===== config.mk =====
export PLATFORM = sky130hd
export DESIGN_NAME = nat_type_discovery_sequencer_unit
export DESIGN_NICKNAME = d
export VERILOG_FILES = /design/src/sv/ntds_pkg.sv /design/src/sv/nat_type_discovery_sequencer_unit.sv /design/src/sv/ntds_front.sv /design/src/sv/ntds_queue.sv /design/src/sv/ntds_back.sv
export SDC_FILE = /design/constraint.sdc
export NUM_CORES = 1
export LEC_CHECK = 0
export BUFFER_PORTS_ARGS = -buffer_cell sky130_fd_sc_hd__buf_4
export CAP_MARGIN = 0
export CORE_MARGIN = 1.5
export CORE_UTILIZATION = 53
export CTS_CLUSTER_SIZE = 20
export DETAILED_ROUTE_END_ITERATION = 10
export PLACE_DENSITY = 0.76
export SYNTH_ARGS = -nofsm -noshare
export SYNTH_HDL_FRONTEND = slang
export SYNTH_HIERARCHICAL = 1
export SYNTH_SLANG_ARGS = --single-unit
export TNS_END_PERCENT = 1

===== constraint.sdc =====
create_clock -name clk -period 5.3 [get_ports clk]
set_input_delay 0.795 -clock clk [delete_from_list [all_inputs] [get_ports clk]]
set_output_delay 0.795 -clock clk [all_outputs]
set_load 0.05 [all_outputs]

===== src/sv/ntds_pkg.sv =====
// Shared types and codes for the NAT type discovery sequencer.
`timescale 1ns / 1ps
`default_nettype none
package ntds_pkg;

    localparam int REG_IDX_W  = 2;
    localparam int CFG_DATA_W = 32;

    localparam logic [REG_IDX_W-1:0] REG_SERVER_IP   = 2'd0;
    localparam logic [REG_IDX_W-1:0] REG_SERVER_PORT = 2'd1;
    localparam logic [REG_IDX_W-1:0] REG_LOCAL_IP    = 2'd2;
    localparam logic [REG_IDX_W-1:0] REG_LOCAL_PORT  = 2'd3;

    localparam logic [15:0] SERVER_PORT_RESET = 16'd3478;

    localparam logic       OP_START   = 1'b0;
    localparam logic       OP_OUTCOME = 1'b1;

    localparam logic [1:0] KIND_SUCCESS = 2'd0;
    localparam logic [1:0] KIND_ERROR   = 2'd1;
    localparam logic [1:0] KIND_TIMEOUT = 2'd2;
    localparam logic [1:0] KIND_XPORT   = 2'd3;

    localparam logic [2:0] ST_OK      = 3'd0;
    localparam logic [2:0] ST_NOMAP   = 3'd1;
    localparam logic [2:0] ST_ERR     = 3'd2;
    localparam logic [2:0] ST_TIMEOUT = 3'd3;
    localparam logic [2:0] ST_XPORT   = 3'd4;

    localparam logic [9:0] DEFAULT_ERR_CODE = 10'd500;

    localparam logic [1:0] TEST_I   = 2'd0;
    localparam logic [1:0] TEST_II  = 2'd1;
    localparam logic [1:0] TEST_IB  = 2'd2;
    localparam logic [1:0] TEST_III = 2'd3;

    localparam logic [2:0] NAT_UNKNOWN       = 3'd0;
    localparam logic [2:0] NAT_OPEN          = 3'd1;
    localparam logic [2:0] NAT_BLOCKED       = 3'd2;
    localparam logic [2:0] NAT_SYM_UDP       = 3'd3;
    localparam logic [2:0] NAT_FULL_CONE     = 3'd4;
    localparam logic [2:0] NAT_SYMMETRIC     = 3'd5;
    localparam logic [2:0] NAT_RESTRICTED    = 3'd6;
    localparam logic [2:0] NAT_PORT_RESTRICT = 3'd7;

    localparam logic OUT_REQUEST  = 1'b0;
    localparam logic OUT_FINISHED = 1'b1;

    localparam int IN_TDATA_W  = 112;
    localparam int IN_TUSER_W  = 3;
    localparam int OUT_TDATA_W = 72;

    // Classified outcome handed from the front to the back.
    typedef struct packed {
        logic        op;
        logic [2:0]  status;
        logic [9:0]  code;
        logic        has_changed;
        logic [31:0] changed_ip;
        logic [15:0] changed_port;
        logic [31:0] mapped_ip;
        logic [15:0] mapped_port;
        logic        same_local;
    } cls_item_t;

    typedef struct packed {
        logic        out_kind;
        logic [1:0]  test_id;
        logic        change_ip_flag;
        logic        change_port_flag;
        logic [31:0] dest_ip;
        logic [15:0] dest_port;
        logic [2:0]  nat_class;
        logic [2:0]  status;
        logic [9:0]  err_code_out;
    } result_t;

endpackage
`default_nettype wire


===== src/sv/nat_type_discovery_sequencer_unit.sv =====
// Top level of the NAT type discovery sequencer.
//
// Input channel s_*: one item per start or per response outcome; tuser
// carries op and resp_kind, tdata the response attributes. Output channel
// m_*: at most one item per input item, either the next binding request
// (test, change flags, destination) or the final NAT type with a status.
// Outcomes that arrive while no discovery runs produce nothing.
// cfg_wen/cfg_addr/cfg_wdata write the server and local addresses; write
// them only while the block is idle.
// An accepted item is written into the queue at the accept edge; the back
// end then pops it into the result register, which drives m_tvalid. The
// back end decides combinationally and takes one item per cycle while the
// result register is free or being drained.
// When m_tready is low the result register holds and the queue absorbs up
// to QUEUE_DEPTH further items before s_tready drops.
// Reset clears the sequencer to idle, empties the queue and restores the
// default server port.
`timescale 1ns / 1ps
`default_nettype none
module nat_type_discovery_sequencer_unit
    import ntds_pkg::*;
#(
    parameter int QUEUE_DEPTH = 2
)
(
    input  wire logic                   clk,
    input  wire logic                   rst_n,
    input  wire logic                   s_tvalid,
    output logic                        s_tready,
    // has_mapped, mapped_ip, mapped_port, has_changed, changed_ip,
    // changed_port, has_err_code, err_code_in, zero pad
    input  wire logic [IN_TDATA_W-1:0]  s_tdata,
    // op, resp_kind
    input  wire logic [IN_TUSER_W-1:0]  s_tuser,
    output logic                        m_tvalid,
    input  wire logic                   m_tready,
    // test_id, change_ip_flag, change_port_flag, dest_ip, dest_port,
    // nat_class, status, err_code_out, zero pad
    output logic [OUT_TDATA_W-1:0]      m_tdata,
    // out_kind
    output logic                        m_tuser,
    input  wire logic                   cfg_wen,
    input  wire logic [REG_IDX_W-1:0]   cfg_addr,
    input  wire logic [CFG_DATA_W-1:0]  cfg_wdata
);

    logic [31:0] server_ip_reg;
    logic [15:0] server_port_reg;
    logic [31:0] local_ip_reg;
    logic [15:0] local_port_reg;

    logic        q_in_valid, q_in_ready;
    cls_item_t   q_in_item;
    logic        q_valid, q_pop;
    cls_item_t   q_item;
    result_t     res;

    always_ff @(posedge clk or negedge rst_n)
    begin
        if (!rst_n)
        begin
            server_ip_reg   <= '0;
            server_port_reg <= SERVER_PORT_RESET;
            local_ip_reg    <= '0;
            local_port_reg  <= '0;
        end
        else if (cfg_wen)
        begin
            unique case (cfg_addr)
                REG_SERVER_IP:   server_ip_reg   <= cfg_wdata;
                REG_SERVER_PORT: server_port_reg <= cfg_wdata[15:0];
                REG_LOCAL_IP:    local_ip_reg    <= cfg_wdata;
                default:         local_port_reg  <= cfg_wdata[15:0];
            endcase
        end
    end

    ntds_front u_front (
        .s_tvalid   (s_tvalid),
        .s_tready   (s_tready),
        .s_tdata    (s_tdata),
        .s_tuser    (s_tuser),
        .local_ip   (local_ip_reg),
        .local_port (local_port_reg),
        .q_in_valid (q_in_valid),
        .q_in_ready (q_in_ready),
        .q_in_item  (q_in_item)
    );

    ntds_queue #(
        .DEPTH (QUEUE_DEPTH)
    ) u_queue (
        .clk       (clk),
        .rst_n     (rst_n),
        .in_valid  (q_in_valid),
        .in_ready  (q_in_ready),
        .in_item   (q_in_item),
        .out_valid (q_valid),
        .out_ready (q_pop),
        .out_item  (q_item)
    );

    ntds_back u_back (
        .clk         (clk),
        .rst_n       (rst_n),
        .server_ip   (server_ip_reg),
        .server_port (server_port_reg),
        .q_valid     (q_valid),
        .q_pop       (q_pop),
        .q_item      (q_item),
        .out_valid   (m_tvalid),
        .out_ready   (m_tready),
        .out_res     (res)
    );

    assign m_tuser = res.out_kind;
    assign m_tdata = {4'b0, res.err_code_out, res.status, res.nat_class, res.dest_port,
                      res.dest_ip, res.change_port_flag, res.change_ip_flag, res.test_id};

    // a full queue is never empty
    a_full_not_empty: assert property (@(posedge clk) disable iff (!rst_n)
        !s_tready |-> q_valid)
        else $error("queue reports full while empty");

    // the back end only takes an item when the result stage can hold its result
    a_pop_has_room: assert property (@(posedge clk) disable iff (!rst_n)
        q_pop |-> (!m_tvalid || m_tready))
        else $error("queue popped while result stage stalled");

    // an error code goes out only with an error-response status
    a_err_code_status: assert property (@(posedge clk) disable iff (!rst_n)
        (m_tvalid && (res.status != ST_ERR)) |-> (res.err_code_out == 10'd0))
        else $error("error code without error status");

    // a request result carries no final type or status
    a_request_clean: assert property (@(posedge clk) disable iff (!rst_n)
        (m_tvalid && (res.out_kind == OUT_REQUEST)) |->
        ((res.nat_class == NAT_UNKNOWN) && (res.status == ST_OK)))
        else $error("request result carries a final type");

endmodule
`default_nettype wire


===== src/sv/ntds_front.sv =====
// Front end: unpacks an input item and classifies the response outcome.
`timescale 1ns / 1ps
`default_nettype none
module ntds_front
    import ntds_pkg::*;
(
    input  wire logic                  s_tvalid,
    output logic                       s_tready,
    input  wire logic [IN_TDATA_W-1:0] s_tdata,
    input  wire logic [IN_TUSER_W-1:0] s_tuser,
    input  wire logic [31:0]           local_ip,
    input  wire logic [15:0]           local_port,
    output logic                       q_in_valid,
    input  wire logic                  q_in_ready,
    output cls_item_t                  q_in_item
);

    logic [1:0]  resp_kind;
    logic        has_mapped;
    logic        has_err_code;
    logic [9:0]  err_code_in;

    assign resp_kind    = s_tuser[2:1];
    assign has_mapped   = s_tdata[0];
    assign has_err_code = s_tdata[98];
    assign err_code_in  = s_tdata[108:99];

    assign s_tready   = q_in_ready;
    assign q_in_valid = s_tvalid;

    always_comb
    begin
        q_in_item              = '0;
        q_in_item.op           = s_tuser[0];
        q_in_item.mapped_ip    = s_tdata[32:1];
        q_in_item.mapped_port  = s_tdata[48:33];
        q_in_item.has_changed  = s_tdata[49];
        q_in_item.changed_ip   = s_tdata[81:50];
        q_in_item.changed_port = s_tdata[97:82];
        // user must change local address only while idle; unenforced
        q_in_item.same_local   = (s_tdata[32:1] == local_ip) && (s_tdata[48:33] == local_port);
        unique case (resp_kind)
            KIND_SUCCESS: q_in_item.status = has_mapped ? ST_OK : ST_NOMAP;
            KIND_ERROR:
            begin
                q_in_item.status = ST_ERR;
                q_in_item.code   = has_err_code ? err_code_in : DEFAULT_ERR_CODE;
            end
            KIND_TIMEOUT: q_in_item.status = ST_TIMEOUT;
            default:      q_in_item.status = ST_XPORT;
        endcase
    end

endmodule
`default_nettype wire


===== src/sv/ntds_queue.sv =====
// Short queue of classified items between the front and the back.
`timescale 1ns / 1ps
`default_nettype none
module ntds_queue
    import ntds_pkg::*;
#(
    parameter int DEPTH = 2
)
(
    input  wire logic clk,
    input  wire logic rst_n,
    input  wire logic in_valid,
    output logic      in_ready,
    input  cls_item_t in_item,
    output logic      out_valid,
    input  wire logic out_ready,
    output cls_item_t out_item
);

    localparam int PTR_W = (DEPTH > 1) ? $clog2(DEPTH) : 1;
    localparam int CNT_W = $clog2(DEPTH + 1);

    cls_item_t          slots [DEPTH];
    logic [PTR_W-1:0]   wr_ptr_reg, wr_ptr_next;
    logic [PTR_W-1:0]   rd_ptr_reg, rd_ptr_next;
    logic [CNT_W-1:0]   count_reg, count_next;
    logic               push, pop;

    assign in_ready  = (count_reg != CNT_W'(DEPTH));
    assign out_valid = (count_reg != '0);
    assign out_item  = slots[rd_ptr_reg];
    assign push      = in_valid && in_ready;
    assign pop       = out_valid && out_ready;

    always_comb
    begin
        wr_ptr_next = wr_ptr_reg;
        rd_ptr_next = rd_ptr_reg;
        count_next  = count_reg;
        if (push)
        begin
            wr_ptr_next = (wr_ptr_reg == PTR_W'(DEPTH - 1)) ? '0 : wr_ptr_reg + 1'b1;
        end
        if (pop)
        begin
            rd_ptr_next = (rd_ptr_reg == PTR_W'(DEPTH - 1)) ? '0 : rd_ptr_reg + 1'b1;
        end
        if (push && !pop)
        begin
            count_next = count_reg + 1'b1;
        end
        else if (pop && !push)
        begin
            count_next = count_reg - 1'b1;
        end
    end

    always_ff @(posedge clk or negedge rst_n)
    begin
        if (!rst_n)
        begin
            wr_ptr_reg <= '0;
            rd_ptr_reg <= '0;
            count_reg  <= '0;
        end
        else
        begin
            wr_ptr_reg <= wr_ptr_next;
            rd_ptr_reg <= rd_ptr_next;
            count_reg  <= count_next;
        end
    end

    always_ff @(posedge clk)
    begin
        if (push)
        begin
            slots[wr_ptr_reg] <= in_item;
        end
    end

endmodule
`default_nettype wire


===== src/sv/ntds_back.sv =====
// Back end: discovery sequencer state and the registered result stage.
`timescale 1ns / 1ps
`default_nettype none
module ntds_back
    import ntds_pkg::*;
(
    input  wire logic        clk,
    input  wire logic        rst_n,
    input  wire logic [31:0] server_ip,
    input  wire logic [15:0] server_port,
    input  wire logic        q_valid,
    output logic             q_pop,
    input  cls_item_t        q_item,
    output logic             out_valid,
    input  wire logic        out_ready,
    output result_t          out_res
);

    localparam logic [2:0] PH_IDLE = 3'd0;
    localparam logic [2:0] PH_T1   = 3'd1;
    localparam logic [2:0] PH_T2   = 3'd2;
    localparam logic [2:0] PH_T1B  = 3'd3;
    localparam logic [2:0] PH_T3   = 3'd4;

    logic [2:0]  phase_reg, phase_next;
    logic        same_ip_reg, same_ip_next;
    logic [31:0] first_ip_reg, first_ip_next;
    logic [15:0] first_port_reg, first_port_next;
    logic        alt_valid_reg, alt_valid_next;
    logic [31:0] alt_ip_reg, alt_ip_next;
    logic [15:0] alt_port_reg, alt_port_next;
    logic        out_valid_reg;
    result_t     out_res_reg;
    logic        emit;
    result_t     res;

    function automatic result_t mk_request(logic [1:0] test, logic cip, logic cport,
                                           logic [31:0] ip, logic [15:0] port);
        result_t r;
        r                  = '0;
        r.out_kind         = OUT_REQUEST;
        r.test_id          = test;
        r.change_ip_flag   = cip;
        r.change_port_flag = cport;
        r.dest_ip          = ip;
        r.dest_port        = port;
        return r;
    endfunction

    function automatic result_t mk_finish(logic [2:0] nat, logic [2:0] st, logic [9:0] code);
        result_t r;
        r              = '0;
        r.out_kind     = OUT_FINISHED;
        r.nat_class    = nat;
        r.status       = st;
        r.err_code_out = (st == ST_ERR) ? code : 10'd0;
        return r;
    endfunction

    // advance only when the result stage is free or being drained
    assign q_pop     = q_valid && (!out_valid_reg || out_ready);
    assign out_valid = out_valid_reg;
    assign out_res   = out_res_reg;

    always_comb
    begin
        phase_next      = phase_reg;
        same_ip_next    = same_ip_reg;
        first_ip_next   = first_ip_reg;
        first_port_next = first_port_reg;
        alt_valid_next  = alt_valid_reg;
        alt_ip_next     = alt_ip_reg;
        alt_port_next   = alt_port_reg;
        emit            = 1'b0;
        res             = '0;
        if (q_pop)
        begin
            if (q_item.op == OP_START)
            begin
                alt_valid_next = 1'b0;
                alt_ip_next    = '0;
                alt_port_next  = '0;
                same_ip_next   = 1'b0;
                phase_next     = PH_T1;
                emit           = 1'b1;
                res            = mk_request(TEST_I, 1'b0, 1'b0, server_ip, server_port);
            end
            else
            begin
                emit       = 1'b1;
                phase_next = PH_IDLE;
                unique case (phase_reg)
                    PH_T1:
                    begin
                        if (q_item.status == ST_OK)
                        begin
                            if (q_item.has_changed)
                            begin
                                alt_valid_next = 1'b1;
                                alt_ip_next    = q_item.changed_ip;
                                alt_port_next  = q_item.changed_port;
                            end
                            first_ip_next   = q_item.mapped_ip;
                            first_port_next = q_item.mapped_port;
                            same_ip_next    = q_item.same_local;
                            phase_next      = PH_T2;
                            res = mk_request(TEST_II, 1'b1, 1'b1, server_ip, server_port);
                        end
                        else if (q_item.status == ST_TIMEOUT)
                        begin
                            res = mk_finish(NAT_BLOCKED, ST_OK, 10'd0);
                        end
                        else
                        begin
                            res = mk_finish(NAT_UNKNOWN, q_item.status, q_item.code);
                        end
                    end
                    PH_T2:
                    begin
                        if (q_item.status == ST_OK)
                        begin
                            res = mk_finish(same_ip_reg ? NAT_OPEN : NAT_FULL_CONE,
                                            ST_OK, 10'd0);
                        end
                        else if (q_item.status == ST_TIMEOUT)
                        begin
                            if (same_ip_reg)
                            begin
                                res = mk_finish(NAT_SYM_UDP, ST_OK, 10'd0);
                            end
                            else if (alt_valid_reg)
                            begin
                                phase_next = PH_T1B;
                                res = mk_request(TEST_IB, 1'b0, 1'b0, alt_ip_reg, alt_port_reg);
                            end
                            else
                            begin
                                res = mk_finish(NAT_UNKNOWN, ST_OK, 10'd0);
                            end
                        end
                        else
                        begin
                            res = mk_finish(NAT_UNKNOWN, q_item.status, q_item.code);
                        end
                    end
                    PH_T1B:
                    begin
                        if (q_item.status == ST_OK)
                        begin
                            if ((q_item.mapped_ip != first_ip_reg) ||
                                (q_item.mapped_port != first_port_reg))
                            begin
                                res = mk_finish(NAT_SYMMETRIC, ST_OK, 10'd0);
                            end
                            else
                            begin
                                phase_next = PH_T3;
                                res = mk_request(TEST_III, 1'b0, 1'b1, server_ip, server_port);
                            end
                        end
                        else
                        begin
                            res = mk_finish(NAT_UNKNOWN, q_item.status, q_item.code);
                        end
                    end
                    PH_T3:
                    begin
                        if (q_item.status == ST_OK)
                        begin
                            res = mk_finish(NAT_RESTRICTED, ST_OK, 10'd0);
                        end
                        else if (q_item.status == ST_TIMEOUT)
                        begin
                            res = mk_finish(NAT_PORT_RESTRICT, ST_OK, 10'd0);
                        end
                        else
                        begin
                            res = mk_finish(NAT_UNKNOWN, q_item.status, q_item.code);
                        end
                    end
                    default:
                    begin
                        // outcome with nothing outstanding: drop it
                        emit = 1'b0;
                    end
                endcase
            end
        end
    end

    always_ff @(posedge clk or negedge rst_n)
    begin
        if (!rst_n)
        begin
            phase_reg      <= PH_IDLE;
            same_ip_reg    <= 1'b0;
            first_ip_reg   <= '0;
            first_port_reg <= '0;
            alt_valid_reg  <= 1'b0;
            alt_ip_reg     <= '0;
            alt_port_reg   <= '0;
            out_valid_reg  <= 1'b0;
        end
        else
        begin
            phase_reg      <= phase_next;
            same_ip_reg    <= same_ip_next;
            first_ip_reg   <= first_ip_next;
            first_port_reg <= first_port_next;
            alt_valid_reg  <= alt_valid_next;
            alt_ip_reg     <= alt_ip_next;
            alt_port_reg   <= alt_port_next;
            if (emit)
            begin
                out_valid_reg <= 1'b1;
            end
            else if (out_ready)
            begin
                out_valid_reg <= 1'b0;
            end
        end
    end

    always_ff @(posedge clk)
    begin
        if (emit)
        begin
            out_res_reg <= res;
        end
    end

endmodule
`default_nettype wire

==> results.toml, run 1 <==
[outcome]
outcome = "completed"

[sta]
setup_viol = 0
grt_setup_unrepaired = "no"
drv_slew = 0
finalClockSkew_ps = 22.1
hold_viol = 0
max_slew_margin_pct = 23.7
worst_slew_pin_slew_ps = 1140
fmax_ghz = 0.256
setup_tns_ps = 0
period_minus_slack_ps = 3900
period_share_pct = 73.6

[pwr]
seqPwrFrac_pct = 41.7
p_leak_nw = 9.82
p_int_mw = 9.21
ir_drop_mv = 0.346
powerDensity_mw_per_mm2 = 573
switchingPower_mw = 4.92
p_clk_share_pct = 24.9
combPwrFrac_pct = 33.4
swShare_pct = 34.8

[grt]
grt_usage_pct = 22.5
grt_pass1_wl_mm = 71.2
grt_start_max_net_pins = 110
antenna_found_initial = 0
first_global_vias = 12122
overflow = 0

[critical_path]
cp.required_ps = 5710
path_class = "reg2reg"
crit_chain = "buf_4 -> mux2_4 -> xor2_1 -> nor4_1 -> nand4_1 -> or4_2 -> buf_4 -> a21oi_2"
end_kind = "flop"
r2r_end = "u_back/out_res[66]"
startpoint_type = "flop"
regToRegSetupSlack_ps = 1400
cpMaxStageDelayCell = "or4_2"
cp_common_cell = "buf_4"
endpoint = "u_back/out_res[66]"
r2r-start = "u_queue/rd_ptr_reg"
reg2regPathDepth = 8
crit_start = "u_queue/rd_ptr_reg"
cpPeakStageDelay_ps = 720
cp_max_fo = 51
cp.arrival_ps = 4320

[logic_synthesis]
yosysWarnings = 6
synth-edff-count = 292
synth_cell_types = 49
async_flop_share_pct = 40.9
yosysSeqAreaShare_pct = 63.6
synth_area_mm2 = 0.0217
synth-seq-cells = 494
avgSynthCellArea_um2 = 14.8
synthCells = 1467
synth_flop_cell = "edfxtp_1"

[flow_run]
drv_cap = 0

[worst_hold_path]
holdCritPathClass = "in2async"

[drt]
vias = 11987
avgRoutedWirePerCell_um = 21.9
avgViaCountPerCell = 5.55
antenna_left = 0
drc = 0
drt-pass1-iter-count = 7
routed_wl_mm = 47.4
drt_iter0_markers = 934

[cts]
cts_hold_buf = 0
tritoncts = "yes"
cts_resized = 0
clk_latency_ps = 580
clock_sinks = 494
cts_buffer_depth = 3
post-cts-setup-buffers = 0
root_buffer = "clkbuf_16"
h-tree-depth = 2
clk_pin_slew_ps = 60
cts_buffers = 49

[final_layout]
fin_nets = 1746
n_antenna_cell = 0
final_common_cell = "edfxtp_1"
synthToLayoutAreaGrowth_pct = 13.5
largest_reg_flops = 224
drive_gt1_share_pct = 38.3
final_area_mm2 = 0.0247
layout_common_cells = "edfxtp_1 (292), buf_4 (238), dfrtp_1 (194), mux2_2 (175), xor2_1 (99)"

[placement]
place_area_mm2 = 0.0230
place.port_buffers = 221
gp_congestion = 0.909
dp_hpwl_mm = 31.6

[floorplan]
die_w_um = 206
initial_core_util_pct = 53.5
fp-row-count = 74
core_mm2 = 0.0406
die_area_mm2 = 0.0422
io_pins = 229
fp.dieH_um = 206
routing by layer:
layer	global-route usage, %	wire [um]
met1	30.7	19900
met2	37.0	23300
met3	3.42	2840
met4	7.69	1390
met5	0	0
area by class of cell:
class / count / area, um^2
flip-flops and latches: 494 / 13800
clock inverters: 29 / 294
repair buffers: 241 / 1840
well taps: 532 / 666
fillers: 2976 / 16000
inverters: 60 / 225
clock buffers: 63 / 1340
multi-input cells: 742 / 6460
per-stage QoR:
step           utilization (%)  setup slack (ps)  hold WS (ps)  cells  power (mW)
2_1_floorplan                -               975           451   1470        9.42
3_3_place_gp              56.6              1500           474   2069        10.5
3_5_place_dp              56.6              1430           490   2069        10.7
4_1_cts                   60.7              1390           324   2161        14.2
5_1_grt                   60.7              1200           343   2161        14.7
6_report                  60.7              1400           283   2161        14.1
Yosys cell counts, types with 3 or more instances:
master    count  area, um^2
nand3_1       4        20.0
inv_1        60         225
mux2_2      175        1970
a21oi_2      40         350
nand2_1      15        56.3
nor3_1       50         250
dfstp_2       7         184
nand2b_1      6        37.5
dfrtp_1     195        4880
edfxtp_1    292        8770
nor4_1       24         150
and2_1       12        75.1
a21oi_1      20         100
nand3b_1      3        22.5
mux2_4       70        1050
a21boi_0      6        45.0
ha_1          4        50.1
clkbuf_1     17        63.8
o21ai_0      42         210
a22o_1       48         420
xor2_1       99         867
xnor2_1       3        26.3
mux2_1       11         124
o22ai_1       4        25.0
o21ai_1      12        60.1
nor2_1       59         221
nand4_1       6        37.5
buf_4       113         848
and3_1        6        37.5
buf_2        18        90.1
buf_6        23         259
power by group through the flow:
| stage | logic, mW | clock network (mW) | registers (mW) |
|---|---|---|---|
| after floorplan | 2.69 | 0 | 6.73 |
| after global placement | 4.62 | 0 | 5.92 |
| after detailed placement | 4.73 | 0 | 5.96 |
| after CTS | 4.75 | 3.59 | 5.90 |
| after global routing | 5.02 | 3.73 | 5.99 |
| final | 4.72 | 3.52 | 5.90 |
critical path: cells and delay by family (launching register included):
kind	cells	cell delay [ps]
flip-flops	1	640
AO/OA/AOI/OAI	1	270
buffers and inverters	2	780
XOR/XNOR	1	150
multiplexers	1	340
AND/OR/NAND/NOR	3	1490
cells by family after synthesis:
kind of cell / count (synthesis) / share of synthesized area (%)
other cells: 1 / 0.0173
compound gates: 180 / 5.85
buf+inv: 234 / 6.94
fa+ha+maj: 4 / 0.230
xor+xnor: 102 / 4.11
mux: 256 / 14.5
simple gates: 196 / 4.74
flops: 494 / 63.6
worst min path at each step:
stage	from	end	slack [ps]	cells after the start
final	rst_n	server_ip_reg[28]	280	1
after CTS	rst_n	server_ip_reg[28]	320	1
after global routing	rst_n	server_ip_reg[28]	340	1
after detailed placement	server_ip_reg[4]	server_ip_reg[4]	490	1
after global placement	u_queue/count_reg[1]	u_queue/count_reg[1]	470	1
after floorplan	u_back/alt_valid_reg	u_back/alt_valid_reg	450	1
Power figures use the tool's default switching activity.
==> run 2: changes to the inputs <==
==> constraint.sdc (replaced) <==
create_clock -name clk -period 3.3 [get_ports clk]
set_input_delay 0.495 -clock clk [delete_from_list [all_inputs] [get_ports clk]]
set_output_delay 0.495 -clock clk [all_outputs]
set_load 0.05 [all_outputs]
==> run 2 against run 1 <==
Net effect:
- worst setup slack got worse by 1300 ps
- register-to-register slack got worse by 1300 ps
- critical endpoint is now u_back/out_res[61]
- final area increased by 1.1%
- clock skew decreased by 3.7 ps
- highest routed layer unchanged
- hold slack got worse by 190 ps
- clock-buffer cell count increased by 11
- sequential cell count unchanged
- cell count increased by 0.97%
- sequential power increased by 59%
- global-route usage about the same
==> results.toml, run 2 (synthesis results as in run 1) <==
[pwr]
combPwrFrac_pct = 34.9
p_leak_nw = 9.96
powerDensity_mw_per_mm2 = 911
swShare_pct = 34.8
p_clk_share_pct = 23.7
p_total_mw = 22.7
p_int_mw = 14.8
ir_drop_mv = 0.732
seqPwrFrac_pct = 41.5
switchingPower_mw = 7.90

[critical_path]
end_kind = "flop"
cp_common_cell = "buf_12"
cp.arrival_ps = 3580
cp.required_ps = 3720
r2r_end = "u_back/out_res[61]"
crit_chain = "buf_12 -> mux2_4 -> xor2_1 -> nor4_1 -> buf_4 -> nand4_1 -> or4_2 -> buf_12 -> a21oi_1"
cpPeakStageDelay_ps = 680
regToRegSetupSlack_ps = 140
path_class = "reg2reg"
cp_max_fo = 51
startpoint_type = "flop"
r2r-start = "u_queue/rd_ptr_reg"
cpMaxStageDelayCell = "or4_2"
reg2regPathDepth = 9

[cts]
tritoncts = "yes"
post-cts-setup-buffers = 0
root_buffer = "clkbuf_16"
cts_buffers = 49
clock_sinks = 494
clk_latency_ps = 580
h-tree-depth = 2
cts_buffer_depth = 3
clk_pin_slew_ps = 60

[drt]
avgViaCountPerCell = 5.48
avgRoutedWirePerCell_um = 21.5
drt_iter0_markers = 883
drt-pass1-iter-count = 5
routed_wl_mm = 46.9
antenna_left = 0
drc = 0
vias = 11957

[worst_hold_path]
holdCritPathClass = "in2reg"
whs_path_depth = 1
hp-start = "s_tdata[50]"
whs_endpoint = "u_queue/slots[1][65]"

[floorplan]
initial_core_util_pct = 53.5
io_pins = 229
fp-row-count = 74
fp.dieH_um = 206
core_mm2 = 0.0406
die_w_um = 206
die_area_mm2 = 0.0422

[sta]
max_slew_margin_pct = 48.5
hold_viol = 0
setup_viol = 0
worst_slew_pin_slew_ps = 772
grt_setup_unrepaired = "yes"
period_share_pct = 95.8
hold_slack_ps = 98.2
setup_tns_ps = 0
drv_slew = 0
fmax_ghz = 0.316
finalClockSkew_ps = 18.4
period_minus_slack_ps = 3160

[final_layout]
fin_nets = 1768
layout_common_cells = "edfxtp_1 (292), buf_4 (242), dfrtp_1 (194), mux2_2 (175), xor2_1 (99)"
n_antenna_cell = 0
final_cells = 2182
largest_reg_flops = 224
drive_gt1_share_pct = 39.0
fillers = 2941
final_common_cell = "edfxtp_1"
synthToLayoutAreaGrowth_pct = 14.7

[grt]
antenna_found_initial = 0
grt_usage_pct = 22.5
overflow = 0
first_global_vias = 12181
grt_start_max_net_pins = 113
grt_pass1_wl_mm = 70.6

[flow_run]
drv_cap = 0

[outcome]
outcome = "completed"

[placement]
gp_congestion = 0.861
dp_hpwl_mm = 31.7
place.port_buffers = 221
dp.cells = 2090
==> run 2: power by group through the flow <==
stage	clock network (mW)	logic (mW)	registers (mW)
floorplan	0	4.33	10.8
global placement	0	7.78	9.46
detailed placement	0	7.94	9.51
CTS	5.50	7.97	9.41
global route	5.74	8.43	9.57
finish	5.38	7.92	9.41
==> run 2: worst max-delay path by stage <==
stage | startpoint | to | cells after the start
after CTS | u_queue/rd_ptr_reg | u_back/out_res[61] | 9
after detailed placement | u_queue/rd_ptr_reg | u_back/out_res[61] | 9
after global routing | u_queue/rd_ptr_reg | u_back/out_res[57] | 8
after floorplan | u_queue/rd_ptr_reg | u_back/out_res[55] | 7
after global placement | u_queue/rd_ptr_reg | u_back/out_res[59] | 9
final | u_queue/rd_ptr_reg | u_back/out_res[61] | 9
==> run 2: per-stage QoR <==
| step | worst slack [ps] | util [%] | area [um^2] |
|---|---|---|---|
| 6_report | 139 | 61.3 | 24900 |
| 3_3_place_gp | 208 | 57.5 | 23400 |
| 5_1_grt | -2.78 | 61.3 | 24900 |
| 4_1_cts | 126 | 61.3 | 24900 |
| 3_5_place_dp | 168 | 57.5 | 23400 |
| 2_1_floorplan | -655 | - | 21800 |
==> run 2: cell type report <==
type / instances / area (um^2) / share of cell area [%]
well taps: 532 / 666 / 2.67
multi-input cells: 742 / 6460 / 25.9
inverters: 60 / 225 / 0.903
repair buffers: 263 / 2200 / 8.84
flip-flops and latches: 494 / 13800 / 55.5
clock inverters: 17 / 145 / 0.582
clock buffers: 74 / 1400 / 5.62
==> run 2: critical path: cells and delay by family, from the launching register on <==
family	cells	cell delay, ps
and+or+nand+nor	3	1180
DFF	1	520
muxes	1	310
buffers and inverters	3	590
AOI/OAI and AO/OA	1	210
xor gates and xnor gates	1	140
==> run 2: layer usage <==
| layer | GRT usage (%) | wire length [um] |
|---|---|---|
| met1 | 30.0 | 19900 |
| met2 | 36.4 | 22500 |
| met3 | 4.23 | 2470 |
| met4 | 9.18 | 1970 |
| met5 | 0 | 0 |
==> run 2: timing repair <==
item | CTS | global route
endpoints found under the hold margin | 8 | 0
hold buffers | 1 | 0
resized for setup | 0 | 2
setup endpoints to repair | 0 | 6
